File: src/rtl/rre_pkg.sv
// Package for the renewal Rt estimator: widths, status codes, config indexes,
// sequencer state, datapath control and status structs, and the tap weight lookup.
// Depends on nothing.
`default_nettype none
package rre_pkg;

  localparam int MAX_TAPS  = 16;
  localparam int TAP_W     = $clog2(MAX_TAPS);
  localparam int DAYS_W    = TAP_W + 1;
  localparam int CNT_W     = 20;
  localparam int WT_W      = 16;
  localparam int WPR       = 4;                    // weights packed per register
  localparam int NUM_WREGS = MAX_TAPS / WPR;
  localparam int CFG_W     = WT_W * WPR;
  localparam int CFG_IDX_W = 3;
  localparam int WSUM_W    = WT_W + TAP_W;
  localparam int ACC_W     = WT_W + CNT_W + TAP_W;
  localparam int PROD_W    = CNT_W + WSUM_W;
  localparam int RT_W      = 32;
  localparam int ST_W      = 2;
  localparam int NUM_W     = PROD_W + 16;
  localparam int QCNT_W    = $clog2(RT_W);

  localparam logic [CFG_IDX_W-1:0] CFG_TAP_COUNT = CFG_IDX_W'(NUM_WREGS);
  localparam int TAPCFG_W = DAYS_W;

  localparam logic [ST_W-1:0] ST_VALID = 2'd0;
  localparam logic [ST_W-1:0] ST_SAT   = 2'd1;
  localparam logic [ST_W-1:0] ST_UNDEF = 2'd2;

  typedef logic [WPR-1:0][WT_W-1:0] wreg_t;
  typedef wreg_t [NUM_WREGS-1:0]    wregs_t;

  typedef enum logic [5:0] {
    S_IDLE  = 6'b000001,
    S_MAC   = 6'b000010,
    S_NUM   = 6'b000100,
    S_CHECK = 6'b001000,
    S_DIV   = 6'b010000,
    S_FIN   = 6'b100000
  } state_t;

  typedef struct packed {
    logic clear;     // start of an item: zero the sums
    logic mac_en;    // history word and weight are present
    logic acc_en;    // product register holds a tap product
    logic num_en;    // form count * weight sum
    logic load_div;  // build numerator, load the divider
    logic div_step;  // one restoring division step
  } arith_ctl_t;

  typedef struct packed {
    logic            acc_zero;
    logic            num_zero;
    logic            ovf;
    logic [RT_W-1:0] quotient;
  } arith_sts_t;

  function automatic logic [WT_W-1:0] tap_weight(input wregs_t regs,
                                                 input logic [TAP_W-1:0] j);
    return regs[j[TAP_W-1:2]][j[1:0]];
  endfunction

endpackage
`default_nettype wire

File: src/rtl/rre_in_if.sv
// Input channel of the Rt estimator: one daily count per request.
// Depends on rre_pkg.
`default_nettype none
interface rre_in_if;
  import rre_pkg::*;

  logic             valid;
  logic             ready;
  logic [CNT_W-1:0] infection_count;
  logic             first_day;

  modport source (output valid, output infection_count, output first_day, input ready);
  modport sink   (input valid, input infection_count, input first_day, output ready);
endinterface
`default_nettype wire

File: src/rtl/rre_out_if.sv
// Result channel of the Rt estimator: one Q16.16 estimate and status per request.
// Depends on rre_pkg.
`default_nettype none
interface rre_out_if;
  import rre_pkg::*;

  logic            valid;
  logic            ready;
  logic [RT_W-1:0] reproduction_number;
  logic [ST_W-1:0] status;

  modport source (output valid, output reproduction_number, output status, input ready);
  modport sink   (input valid, input reproduction_number, input status, output ready);
endinterface
`default_nettype wire

File: src/rtl/rre_hist_ram.sv
// Ring of the last MAX_TAPS daily counts: one write port, one registered read port.
// Depends on rre_pkg.
`default_nettype none
module rre_hist_ram (
  input  wire                       clk,
  input  wire                       we,
  input  wire [rre_pkg::TAP_W-1:0]  waddr,
  input  wire [rre_pkg::CNT_W-1:0]  wdata,
  input  wire [rre_pkg::TAP_W-1:0]  raddr,
  output logic [rre_pkg::CNT_W-1:0] rdata
);
  import rre_pkg::*;

  logic [CNT_W-1:0] mem [MAX_TAPS];

  always_ff @(posedge clk) begin
    if (we) begin
      mem[waddr] <= wdata;
    end
  end

  always_ff @(posedge clk) begin
    rdata <= mem[raddr];
  end
endmodule
`default_nettype wire

File: src/rtl/rre_arith.sv
// Shared arithmetic unit: one multiplier for tap products and the warm-up numerator,
// accumulators, and a restoring divider stepped one quotient bit per cycle. Uses rre_pkg.
`default_nettype none
module rre_arith (
  input  wire                        clk,
  input  rre_pkg::arith_ctl_t        ctl,
  input  wire [rre_pkg::CNT_W-1:0]   hist_word,
  input  wire [rre_pkg::WT_W-1:0]    weight,
  input  wire [rre_pkg::CNT_W-1:0]   count,
  input  wire                        warm,
  output rre_pkg::arith_sts_t        sts
);
  import rre_pkg::*;

  logic [PROD_W-1:0] prod_r;
  logic [ACC_W-1:0]  acc_r;
  logic [WSUM_W-1:0] wsum_r;
  logic [ACC_W-1:0]  rem_r;
  logic [RT_W-1:0]   q_r;

  logic [CNT_W-1:0]  mul_a;
  logic [WSUM_W-1:0] mul_b;
  logic [NUM_W-1:0]  num;
  logic [ACC_W-1:0]  num_hi;
  logic [ACC_W:0]    trial;
  logic [ACC_W:0]    diff;
  logic              fits;

  always_comb begin
    mul_a  = ctl.num_en ? count  : hist_word;
    mul_b  = ctl.num_en ? wsum_r : WSUM_W'(weight);
    num    = warm ? {prod_r, 16'd0} : NUM_W'({count, 32'd0});
    num_hi = ACC_W'(num[NUM_W-1:RT_W]);
    trial  = {rem_r, q_r[RT_W-1]};
    diff   = trial - {1'b0, acc_r};
    fits   = trial >= {1'b0, acc_r};
  end

  always_ff @(posedge clk) begin
    if (ctl.mac_en || ctl.num_en) begin
      prod_r <= PROD_W'(mul_a) * PROD_W'(mul_b);
    end
    if (ctl.clear) begin
      acc_r  <= '0;
      wsum_r <= '0;
    end else begin
      if (ctl.acc_en) begin
        acc_r <= acc_r + ACC_W'(prod_r);
      end
      if (ctl.mac_en) begin
        wsum_r <= wsum_r + WSUM_W'(weight);
      end
    end
    if (ctl.load_div) begin
      rem_r <= num_hi;
      q_r   <= num[RT_W-1:0];
    end else if (ctl.div_step) begin
      rem_r <= fits ? diff[ACC_W-1:0] : trial[ACC_W-1:0];
      q_r   <= {q_r[RT_W-2:0], fits};
    end
  end

  assign sts.acc_zero = (acc_r == '0);
  assign sts.num_zero = (num == '0);
  assign sts.ovf      = (num_hi >= acc_r);
  assign sts.quotient = q_r;
endmodule
`default_nettype wire

File: src/rtl/renewal_rt_estimator.sv
// Renewal-equation Rt estimator. A request runs the tap loop, forms the numerator, is
// classified, and goes through the divider unless the case is zero or saturated.
// One request at a time: the next is taken once the last result reaches the output register,
// paced by the one-product-per-cycle tap loop and the 32-step bit-serial divider.
// Synchronous active-low reset clears control, day counters and config (tap_count 1);
// the history ring is not cleared and needs no clearing pass.
`default_nettype none
module renewal_rt_estimator (
  input  wire                            clk,
  input  wire                            rst_n,
  rre_in_if.sink                         in_ch,
  rre_out_if.source                      out_ch,
  input  wire                            cfg_we,
  input  wire [rre_pkg::CFG_IDX_W-1:0]   cfg_index,
  input  wire [rre_pkg::CFG_W-1:0]       cfg_wdata
);
  import rre_pkg::*;

  // Configuration registers
  wregs_t              weights_r;
  logic [TAPCFG_W-1:0] tap_count_r;
  logic [DAYS_W-1:0]   taps;

  // Sequencer and series state
  state_t             state_r, state_nxt;
  logic [TAP_W-1:0]   wp_r;
  logic [TAP_W-1:0]   cur_wp_r;
  logic [DAYS_W-1:0]  days_r;
  logic [DAYS_W-1:0]  used_r;
  logic [DAYS_W-1:0]  j_r;
  logic               warm_r;
  logic [CNT_W-1:0]   count_r;
  logic               v1_r, v2_r;
  logic [WT_W-1:0]    w_s1_r;
  logic [QCNT_W-1:0]  qcnt_r;
  logic               use_q_r;
  logic [RT_W-1:0]    res_rt_r;
  logic [ST_W-1:0]    res_st_r;

  // Output register
  logic               out_valid_r;
  logic [RT_W-1:0]    out_rt_r;
  logic [ST_W-1:0]    out_st_r;

  logic               in_acc;
  logic               issue;
  logic               out_free;
  logic [TAP_W-1:0]   wp_eff;
  logic [DAYS_W-1:0]  days_new;
  logic [TAP_W-1:0]   raddr;
  logic [CNT_W-1:0]   hist_word;
  arith_ctl_t         ctl;
  arith_sts_t         sts;

  // Clamp the tap count: zero acts as one, anything above MAX_TAPS as MAX_TAPS.
  always_comb begin
    priority if (tap_count_r == '0) begin
      taps = DAYS_W'(1);
    end else if (tap_count_r > TAPCFG_W'(MAX_TAPS)) begin
      taps = DAYS_W'(MAX_TAPS);
    end else begin
      taps = tap_count_r;
    end
  end

  assign in_ch.ready = (state_r == S_IDLE);
  assign in_acc      = in_ch.valid && in_ch.ready;

  // First day restarts the ring pointer and the day counter before today's count lands.
  assign wp_eff   = in_ch.first_day ? '0 : wp_r;
  assign days_new = in_ch.first_day ? DAYS_W'(1)
                  : (days_r == DAYS_W'(MAX_TAPS)) ? days_r : days_r + DAYS_W'(1);

  // Tap j reads the count from j days back, newest first.
  assign issue = (state_r == S_MAC) && (j_r < used_r);
  assign raddr = cur_wp_r - j_r[TAP_W-1:0];

  assign out_free = !out_valid_r || out_ch.ready;

  rre_hist_ram u_hist (
    .clk   (clk),
    .we    (in_acc),
    .waddr (wp_eff),
    .wdata (in_ch.infection_count),
    .raddr (raddr),
    .rdata (hist_word)
  );

  always_comb begin
    ctl          = '0;
    ctl.clear    = in_acc;
    ctl.mac_en   = v1_r;
    ctl.acc_en   = v2_r;
    ctl.num_en   = (state_r == S_NUM);
    ctl.load_div = (state_r == S_CHECK);
    ctl.div_step = (state_r == S_DIV);
  end

  rre_arith u_arith (
    .clk       (clk),
    .ctl       (ctl),
    .hist_word (hist_word),
    .weight    (w_s1_r),
    .count     (count_r),
    .warm      (warm_r),
    .sts       (sts)
  );

  // Sequencer: accumulate taps, form the numerator, classify, divide if needed, deliver.
  always_comb begin
    state_nxt = state_r;
    unique case (state_r)
      S_IDLE:  if (in_acc) state_nxt = S_MAC;
      S_MAC:   if (!issue && !v1_r && !v2_r) state_nxt = S_NUM;
      S_NUM:   state_nxt = S_CHECK;
      S_CHECK: state_nxt = (sts.acc_zero || sts.ovf) ? S_FIN : S_DIV;
      S_DIV:   if (qcnt_r == QCNT_W'(RT_W - 1)) state_nxt = S_FIN;
      S_FIN:   if (out_free) state_nxt = S_IDLE;
      default: state_nxt = S_IDLE;
    endcase
  end

  always_ff @(posedge clk) begin
    if (!rst_n) begin
      state_r     <= S_IDLE;
      weights_r   <= '0;
      tap_count_r <= TAPCFG_W'(1);
      wp_r        <= '0;
      days_r      <= '0;
      j_r         <= '0;
      v1_r        <= 1'b0;
      v2_r        <= 1'b0;
      qcnt_r      <= '0;
      use_q_r     <= 1'b0;
      out_valid_r <= 1'b0;
    end else begin
      state_r <= state_nxt;

      // Config writes; indexes past the list are dropped.
      if (cfg_we) begin
        if (cfg_index < CFG_TAP_COUNT) begin
          weights_r[cfg_index[1:0]] <= cfg_wdata;
        end else if (cfg_index == CFG_TAP_COUNT) begin
          tap_count_r <= cfg_wdata[TAPCFG_W-1:0];
        end
      end

      if (in_acc) begin
        wp_r   <= wp_eff + TAP_W'(1);
        days_r <= days_new;
        j_r    <= '0;
      end else if (issue) begin
        j_r <= j_r + DAYS_W'(1);
      end

      v1_r <= issue;
      v2_r <= v1_r;

      if (state_r == S_CHECK) begin
        qcnt_r  <= '0;
        use_q_r <= !(sts.acc_zero || sts.ovf);
      end else if (state_r == S_DIV) begin
        qcnt_r <= qcnt_r + QCNT_W'(1);
      end

      if (state_r == S_FIN && out_free) begin
        out_valid_r <= 1'b1;
      end else if (out_ch.ready) begin
        out_valid_r <= 1'b0;
      end
    end
  end

  // Payload registers: no reset needed.
  always_ff @(posedge clk) begin
    if (in_acc) begin
      cur_wp_r <= wp_eff;
      count_r  <= in_ch.infection_count;
      used_r   <= (days_new < taps) ? days_new : taps;
      warm_r   <= (days_new < taps);
    end
    if (issue) begin
      w_s1_r <= tap_weight(weights_r, j_r[TAP_W-1:0]);
    end
    if (state_r == S_CHECK) begin
      priority if (sts.acc_zero && sts.num_zero) begin
        res_rt_r <= '0;
        res_st_r <= ST_UNDEF;
      end else if (sts.acc_zero || sts.ovf) begin
        res_rt_r <= '1;
        res_st_r <= ST_SAT;
      end else begin
        res_rt_r <= '0;
        res_st_r <= ST_VALID;
      end
    end
    if (state_r == S_FIN && out_free) begin
      out_rt_r <= use_q_r ? sts.quotient : res_rt_r;
      out_st_r <= res_st_r;
    end
  end

  assign out_ch.valid               = out_valid_r;
  assign out_ch.reproduction_number = out_rt_r;
  assign out_ch.status              = out_st_r;
endmodule
`default_nettype wire

File: src/flat_wrapper.sv
// flat-port wrapper written by rule: the top's interface ports become plain ports
module renewal_rt_estimator_flat import rre_pkg::*;
  (clk, rst_n, cfg_we, cfg_index, cfg_wdata, in_ch_valid, in_ch_infection_count, in_ch_first_day, in_ch_ready, out_ch_valid, out_ch_reproduction_number, out_ch_status, out_ch_ready);
  rre_in_if in_ch_i ();
  rre_out_if out_ch_i ();
  input  wire clk;
  input  wire rst_n;
  input  wire cfg_we;
  input  wire [rre_pkg::CFG_IDX_W-1:0] cfg_index;
  input  wire [rre_pkg::CFG_W-1:0] cfg_wdata;
  input wire logic [$bits(in_ch_i.valid)-1:0] in_ch_valid;
  input wire logic [$bits(in_ch_i.infection_count)-1:0] in_ch_infection_count;
  input wire logic [$bits(in_ch_i.first_day)-1:0] in_ch_first_day;
  output wire logic [$bits(in_ch_i.ready)-1:0] in_ch_ready;
  output wire logic [$bits(out_ch_i.valid)-1:0] out_ch_valid;
  output wire logic [$bits(out_ch_i.reproduction_number)-1:0] out_ch_reproduction_number;
  output wire logic [$bits(out_ch_i.status)-1:0] out_ch_status;
  input wire logic [$bits(out_ch_i.ready)-1:0] out_ch_ready;
  assign in_ch_i.valid = in_ch_valid;
  assign in_ch_i.infection_count = in_ch_infection_count;
  assign in_ch_i.first_day = in_ch_first_day;
  assign in_ch_ready = in_ch_i.ready;
  assign out_ch_valid = out_ch_i.valid;
  assign out_ch_reproduction_number = out_ch_i.reproduction_number;
  assign out_ch_status = out_ch_i.status;
  assign out_ch_i.ready = out_ch_ready;
  renewal_rt_estimator u_core (.clk(clk), .rst_n(rst_n), .in_ch(in_ch_i), .out_ch(out_ch_i), .cfg_we(cfg_we), .cfg_index(cfg_index), .cfg_wdata(cfg_wdata));
endmodule
File: config.mk
export PLATFORM = sky130hd
export DESIGN_NAME = renewal_rt_estimator_flat
export DESIGN_NICKNAME = d
export VERILOG_FILES = /design/src/rtl/rre_pkg.sv /design/src/rtl/rre_in_if.sv /design/src/rtl/rre_out_if.sv /design/src/rtl/rre_hist_ram.sv /design/src/rtl/rre_arith.sv /design/src/rtl/renewal_rt_estimator.sv /design/src/flat_wrapper.sv
export SDC_FILE = /design/constraint.sdc
export NUM_CORES = 2
export LEC_CHECK = 0
export BUFFER_PORTS_ARGS = -buffer_cell sky130_fd_sc_hd__buf_2
export CAP_MARGIN = 30
export CORE_UTILIZATION = 44
export DETAILED_ROUTE_END_ITERATION = 16
export GPL_TIMING_DRIVEN = 0
export PLACE_DENSITY_LB_ADDON = 0.08
export SLEW_MARGIN = 25
export SYNTH_ARGS = -nofsm -noshare
export SYNTH_HDL_FRONTEND = slang
export SYNTH_HIERARCHICAL = 1
export SYNTH_SLANG_ARGS = --single-unit
File: constraint.sdc
create_clock -name clk -period 8.65 [get_ports clk]
set_input_delay 1.2975 -clock clk [delete_from_list [all_inputs] [get_ports clk]]
set_output_delay 1.2975 -clock clk [all_outputs]
set_load 0.005 [all_outputs]
======== Yosys cells after proc, flatten, opt, wreduce, memory -nomap -nowiden ========
Memory sizes are Yosys's and may differ from the RTL's. A register that Yosys moved wholly into a read port is not among the register bits.
Cells that the tools add are included.
word-level totals
  memories ................................ 1
  output and inout port bits .............. 36
  bits of input ports ..................... 93
  bits in latches ......................... 0
  memory bits (read-only) ................. 0
  bits in writable memories ............... 320
  bits in registers ....................... 576
  logic and storage cells ................. 135
memories
  memory             depth  width  read ports  clocked after memory_dff  wr ports  line                text
  u_core.u_hist.mem  16     20     1           1                         1         rre_hist_ram.sv:14  logic [CNT_W-1:0] mem [MAX_TAPS];
operators by class
  eq/ne operators ......................... 13
  div/mod/pow operators ................... 0
  multipliers ............................. 1
  bitwise logic cells ..................... 2
  muxes and demuxes ....................... 34
  add/sub/neg operators ................... 8
  $lt $le $gt $ge ......................... 10
  reduce and logical (&&, ||, !) cells .... 25
  shifts and indexed selects .............. 0
operator list
  cell                   number
  $bwmux W256            1
  $bmux W64 S2           1
  $demux W64 S2          1
  $mux W32               4
  $mux W64               2
  $logic_not A56 Y1      1
  $mux W56               1
  $mux W24               2
  $ge A41 B40 Y1         1
  $add A40 B40 Y40       1
  $ge A24 B40 Y1         1
  $logic_not A40 Y1      1
  $mul A20 B20 Y40       1
  $mux W20               2
  $mux W40               1
  $sub A40 B40 Y40       1
  $pmux W6 S6            1
  $bmux W16 S2           1
  $mux W6                5
  $mux W5                5
  $add A20 B16 Y20       1
  $mux W16               1
  $add A5 B1 Y5 const B  3
  $eq A5 B5 Y1 const B   2
  28 further kinds       52

======== Logic depth before layout (Yosys ltp) ========
  depth in word-level cells ............... 7
  mapped depth ............................ 33
  depth with buffers taken out ............ 30

======== Hierarchy ========
Netlist, hierarchy kept.
modules (own cells, without submodules)
  module                seq. area each (um^2)  cells each  times used  area an instance (um^2)
  rre_arith             4404.2                 2914        1           25903.6
  renewal_rt_estimator  8267.9                 1611        1           16049.1
  rre_hist_ram          10009.6                533         1           12530.8

======== Least setup slack after synthesis ========
OpenSTA, ideal clock, no wires.
  path kind ............................... register to register
  start ................................... register u_core.state_r[5]
  end ..................................... register u_core.u_arith.prod_r[36] (data pin)
  buffers on the path ..................... 3
  path slack .............................. 0.351 ns
  cell stages (with the launch flop) ...... 31
  data arrival time ....................... 8.036 ns
  period minus slack after synthesis ...... 8.299 ns
  required time ........................... 8.386 ns
  setup time .............................. 0.264 ns
  path through ............................ dfxtp_1 -> nor4_2 -> nand3b_1 -> inv_1 -> clkbuf_1 -> clkbuf_1 -> buf_1 -> mux2i_1 -> nor2_1 -> fa_1 -> fa_1 -> inv_1 -> fa_1 -> inv_1 -> fa_1 -> fa_1 -> fa_1 -> inv_1 -> fa_1 -> inv_1 -> ha_1 -> a21o_1 -> a21o_1 -> a2111oi_0 -> o41ai_1 -> o21ai_0 -> a21oi_1 -> nand3_1 -> nor2_1 -> a221oi_1 -> xnor2_1
RTL lines
  item                    line                         text
  start, declared         renewal_rt_estimator.sv:25   state_t state_r, state_nxt;
  start signal, assigned  renewal_rt_estimator.sv:137  state_r <= state_nxt;
  end signal, assigned    rre_arith.sv:41              prod_r <= PROD_W'(mul_a) * PROD_W'(mul_b);
  end, declared           rre_arith.sv:15              logic [PROD_W-1:0] prod_r;

==> metrics.md <==
| Metric | Value |
|---|---|
| # hold bufs at CTS | 0 |
| DRT Pass-1 Iters | 6 |
| Clock transition at path regs | 0.07 ns |
| Hold slack | 0.451 ns |
| Largest net degree at the start of global routing | 52 |
| Sequential share of the synthesized area | 0.416 |
| Die height | 354 µm |
| Post-synthesis average cell area | 10.8 µm² |
| H-tree Lvls | 3 |
| Fin area | 61600 µm² |
| Area grow syn2layout | 13.1% |
| Nature of the critical path endpoint | flip-flop |
| Die Width | 354 µm |
| Slew Limit Fails | 0 |
| HPWL after DPL | 121 mm |
| Synth Cell Area | 54500 µm² |
| Total wire length | 159 mm |
| Synth Instances | 5058 |
| Layout cells sized above 1 | 0.124 |
| Drt initial violations | 3083 |
| Pwr/cell area | 259 nW/µm² |
| Clock Sinks | 884 |
| Vias in the first global route | 39100 |
| Worst EP required | 9.06 ns |
| Vias | 38500 |
| Worst rel slew slack | 0.345 |
| Initial Util | 0.445 |
| Core ar. | 122000 µm² |
| Switching pwr | 5.95 mW |
| Maximum vdd drop | 0.000425 V |
| Final hold violation count | 0 |
| Leakage power | 24.6 nW |
| Design Power | 15.9 mW |
| Largest fanout on the critical path | 10 |
| Distinct cell type count after synthesis | 93 |
| Max Fclk | 120 MHz |
| IO Pins | 129 |
| Post-synth top flop | edfxtp_1 |
| DRC viols | 0 |
| Buffers added on ports | 126 |
| Final WS setup | 0.311 ns |
| Final Wtd Congestion | 0.926 |
| Most common cell after layout, fill and taps aside | nand2_1 |
| Die area | 125000 µm² |
| Multi-input gate area | 29500 µm² |
| CTS Buf Count | 96 |
| Yosys reg bits | 884 |
| Initial antenna violation count | 10 |
| Switching Share | 0.373 |
| Async set-reset flop share out of synthesis | 0 |
| Flop pwr share | 0.309 |
| Endpoints failing setup | 0 |
| Worst skew pair latency | 0.72 ns |
| Slew of the pin with the lowest slew margin | 0.982 ns |
| Critical setup path kind | reg2reg |
| Most numerous cell on the critical path | fa_1 |
| Outcome | complete, no violations |
| NumNets Final | 6029 |
| FF+latch area | 22700 µm² |
| Post-Route Skew | 0.0652 ns |
| First-pass GRT wire length | 241 mm |
| CTS tree | built |
| Final Cycle Share | 0.964 |
| Syn_nets | 5761 |
| Min-delay worst type | reg2reg |
| Critical Path AT | 8.75 ns |
| Antenna Nets Post-Route | 0 |
| Reported max-cap violation count | 0 |
| Clock share of power | 0.257 |
| Rows | 128 |
| Overflow after GRT | 0 |
| Startpoint types | flip-flop |
| Most frequent cells in the layout | 883 x nand2_1, 498 x edfxtp_1, 471 x inv_1 |
| CP peak stage delay | 0.53 ns |
| Global Route Usage Sum | 0.254 |
| CP max-delay cell | fa_1 |
| Post-synth EDFFs | 498 |
| Vias per Instance | 5.47 |
| Routed length per instance | 22.6 µm |
| Design internal power | 9.98 mW |
| CTS max path bufs | 3 |
| Synth warnings | 6 |
| Root Buffer | clkbuf_16 |
| Placed cell areas | 57800 µm² |
| Pre-CTS setup slack | -1.62 ns |
| Logic pwr share | 0.434 |
| Final min period | 8.34 ns |
| Fillers | 11300 |
## layout make-up
type / count / share of cell area
repair buffers: 171 / 0.0201
multi-input cells: 3459 / 0.478
flip-flops and latches: 884 / 0.368
clock buffers: 132 / 0.0434
clock inverters: 50 / 0.00790
well taps: 1625 / 0.0330
inverters: 478 / 0.0292
plain buffers: 236 / 0.0197
diodes: 4 / 0.000162
## through the flow
stage,std cells,util,TNS [ns]
after CTS,7028,0.501,0
after global routing,7037,0.503,-0.0379
after detailed placement,6840,0.472,-25.54
final,7039,0.503,0
after global placement,6809,0.467,-39.12
after floorplan,5058,-,0
## state kept, by name (all words and copies together), names as in the netlist, 4 cells and up
signal,flops
u_core/count_r,20
u_core/cur_wp_r,4
u_core/days_r,5
u_core/j_r,5
u_core/out_ch.reproduction_number,32
u_core/qcnt_r,5
u_core/state_r,6
u_core/tap_count_r,5
u_core/u_arith/acc_r,40
u_core/u_arith/prod_r,40
u_core/u_arith/q_r,32
u_core/u_arith/rem_r,40
u_core/u_arith/wsum_r,20
u_core/u_hist/mem,320
u_core/u_hist/rdata,20
u_core/used_r,5
u_core/w_s1_r,16
u_core/weights_r,256
u_core/wp_r,4
## worst paths after layout
path | from | to | slack, ns | cells after the start
worst max-delay path | u_core/state_r[4] | u_core/u_arith/prod_r[39] | 0.31 | 31
worst min register to register | u_core/weights_r[168] | u_core/weights_r[168] | 0.45 | 2
worst min-delay path | u_core/weights_r[168] | u_core/weights_r[168] | 0.45 | 2
worst max register to register | u_core/state_r[4] | u_core/u_arith/prod_r[39] | 0.31 | 31
## worst max-delay path, delay by kind of cell (launching register included)
| family | cells | cell delay, ns |
|---|---|---|
| buffers and inverters | 10 | 1.07 |
| xor gates and xnor gates | 1 | 0.08 |
| AOI/OAI and AO/OA | 7 | 1.64 |
| adders and majority gates | 8 | 3.63 |
| muxes | 1 | 0.28 |
| and+or+nand+nor | 4 | 0.96 |
| DFF | 1 | 0.37 |
## cells by family (layout without fill, tap and decap cells)
kind of cell / after synthesis / count (layout) / share of synthesized area
AOI/OAI and AO/OA: 848 / 848 / 0.109
xor gates and xnor gates: 130 / 130 / 0.0209
adders and majority gates: 610 / 610 / 0.185
buffers and inverters: 715 / 1067 / 0.0518
DFF: 884 / 884 / 0.416
muxes: 300 / 300 / 0.0937
other: 0 / 4 / 0
and+or+nand+nor: 1571 / 1571 / 0.124
## routing by layer
layer	part of all wire	track usage	vias up
met5	0	0	-
met4	0.032	0.0852	0
met3	0.046	0.0244	255
met2	0.47	0.418	1048
met1	0.45	0.352	19200
li1	-	-	18000
## power by group through the flow
| stage | clock [mW] | combinational, mW | sequential, mW |
|---|---|---|---|
| global placement | 0 | 6.65 | 5.00 |
| finish | 4.09 | 6.91 | 4.93 |
| floorplan | 0 | 4.86 | 4.94 |
| detailed placement | 0 | 6.65 | 5.00 |
| global route | 4.33 | 7.72 | 4.93 |
| CTS | 4.19 | 6.83 | 4.92 |
## synthesized netlist by cell type, types with 50 or more instances
cell type	instances	area [µm²]
inv_1	473	1780
xnor2_1	85	744
a211oi_1	50	375
ha_1	286	3580
a21o_1	84	631
edfxtp_1	498	15000
a21boi_0	239	1790
nand2_1	883	3310
o21ai_0	88	440
fa_1	324	6490
and3_1	65	407
mux2i_1	107	1070
dfxtp_1	386	7730
mux4_2	144	3240
a21oi_1	161	806
nor2_1	351	1320
clkbuf_1	168	631
## repair_timing
action | 4_1_cts | 5_1_grt
pin swaps | 2 | 6
gates cloned | 0 | 0
buffers inserted | 7 | 6
setup endpoints to repair | 27 | 10
gates resized for setup | 103 | 50
No activity file was read; power rests on OpenSTA's default activity.
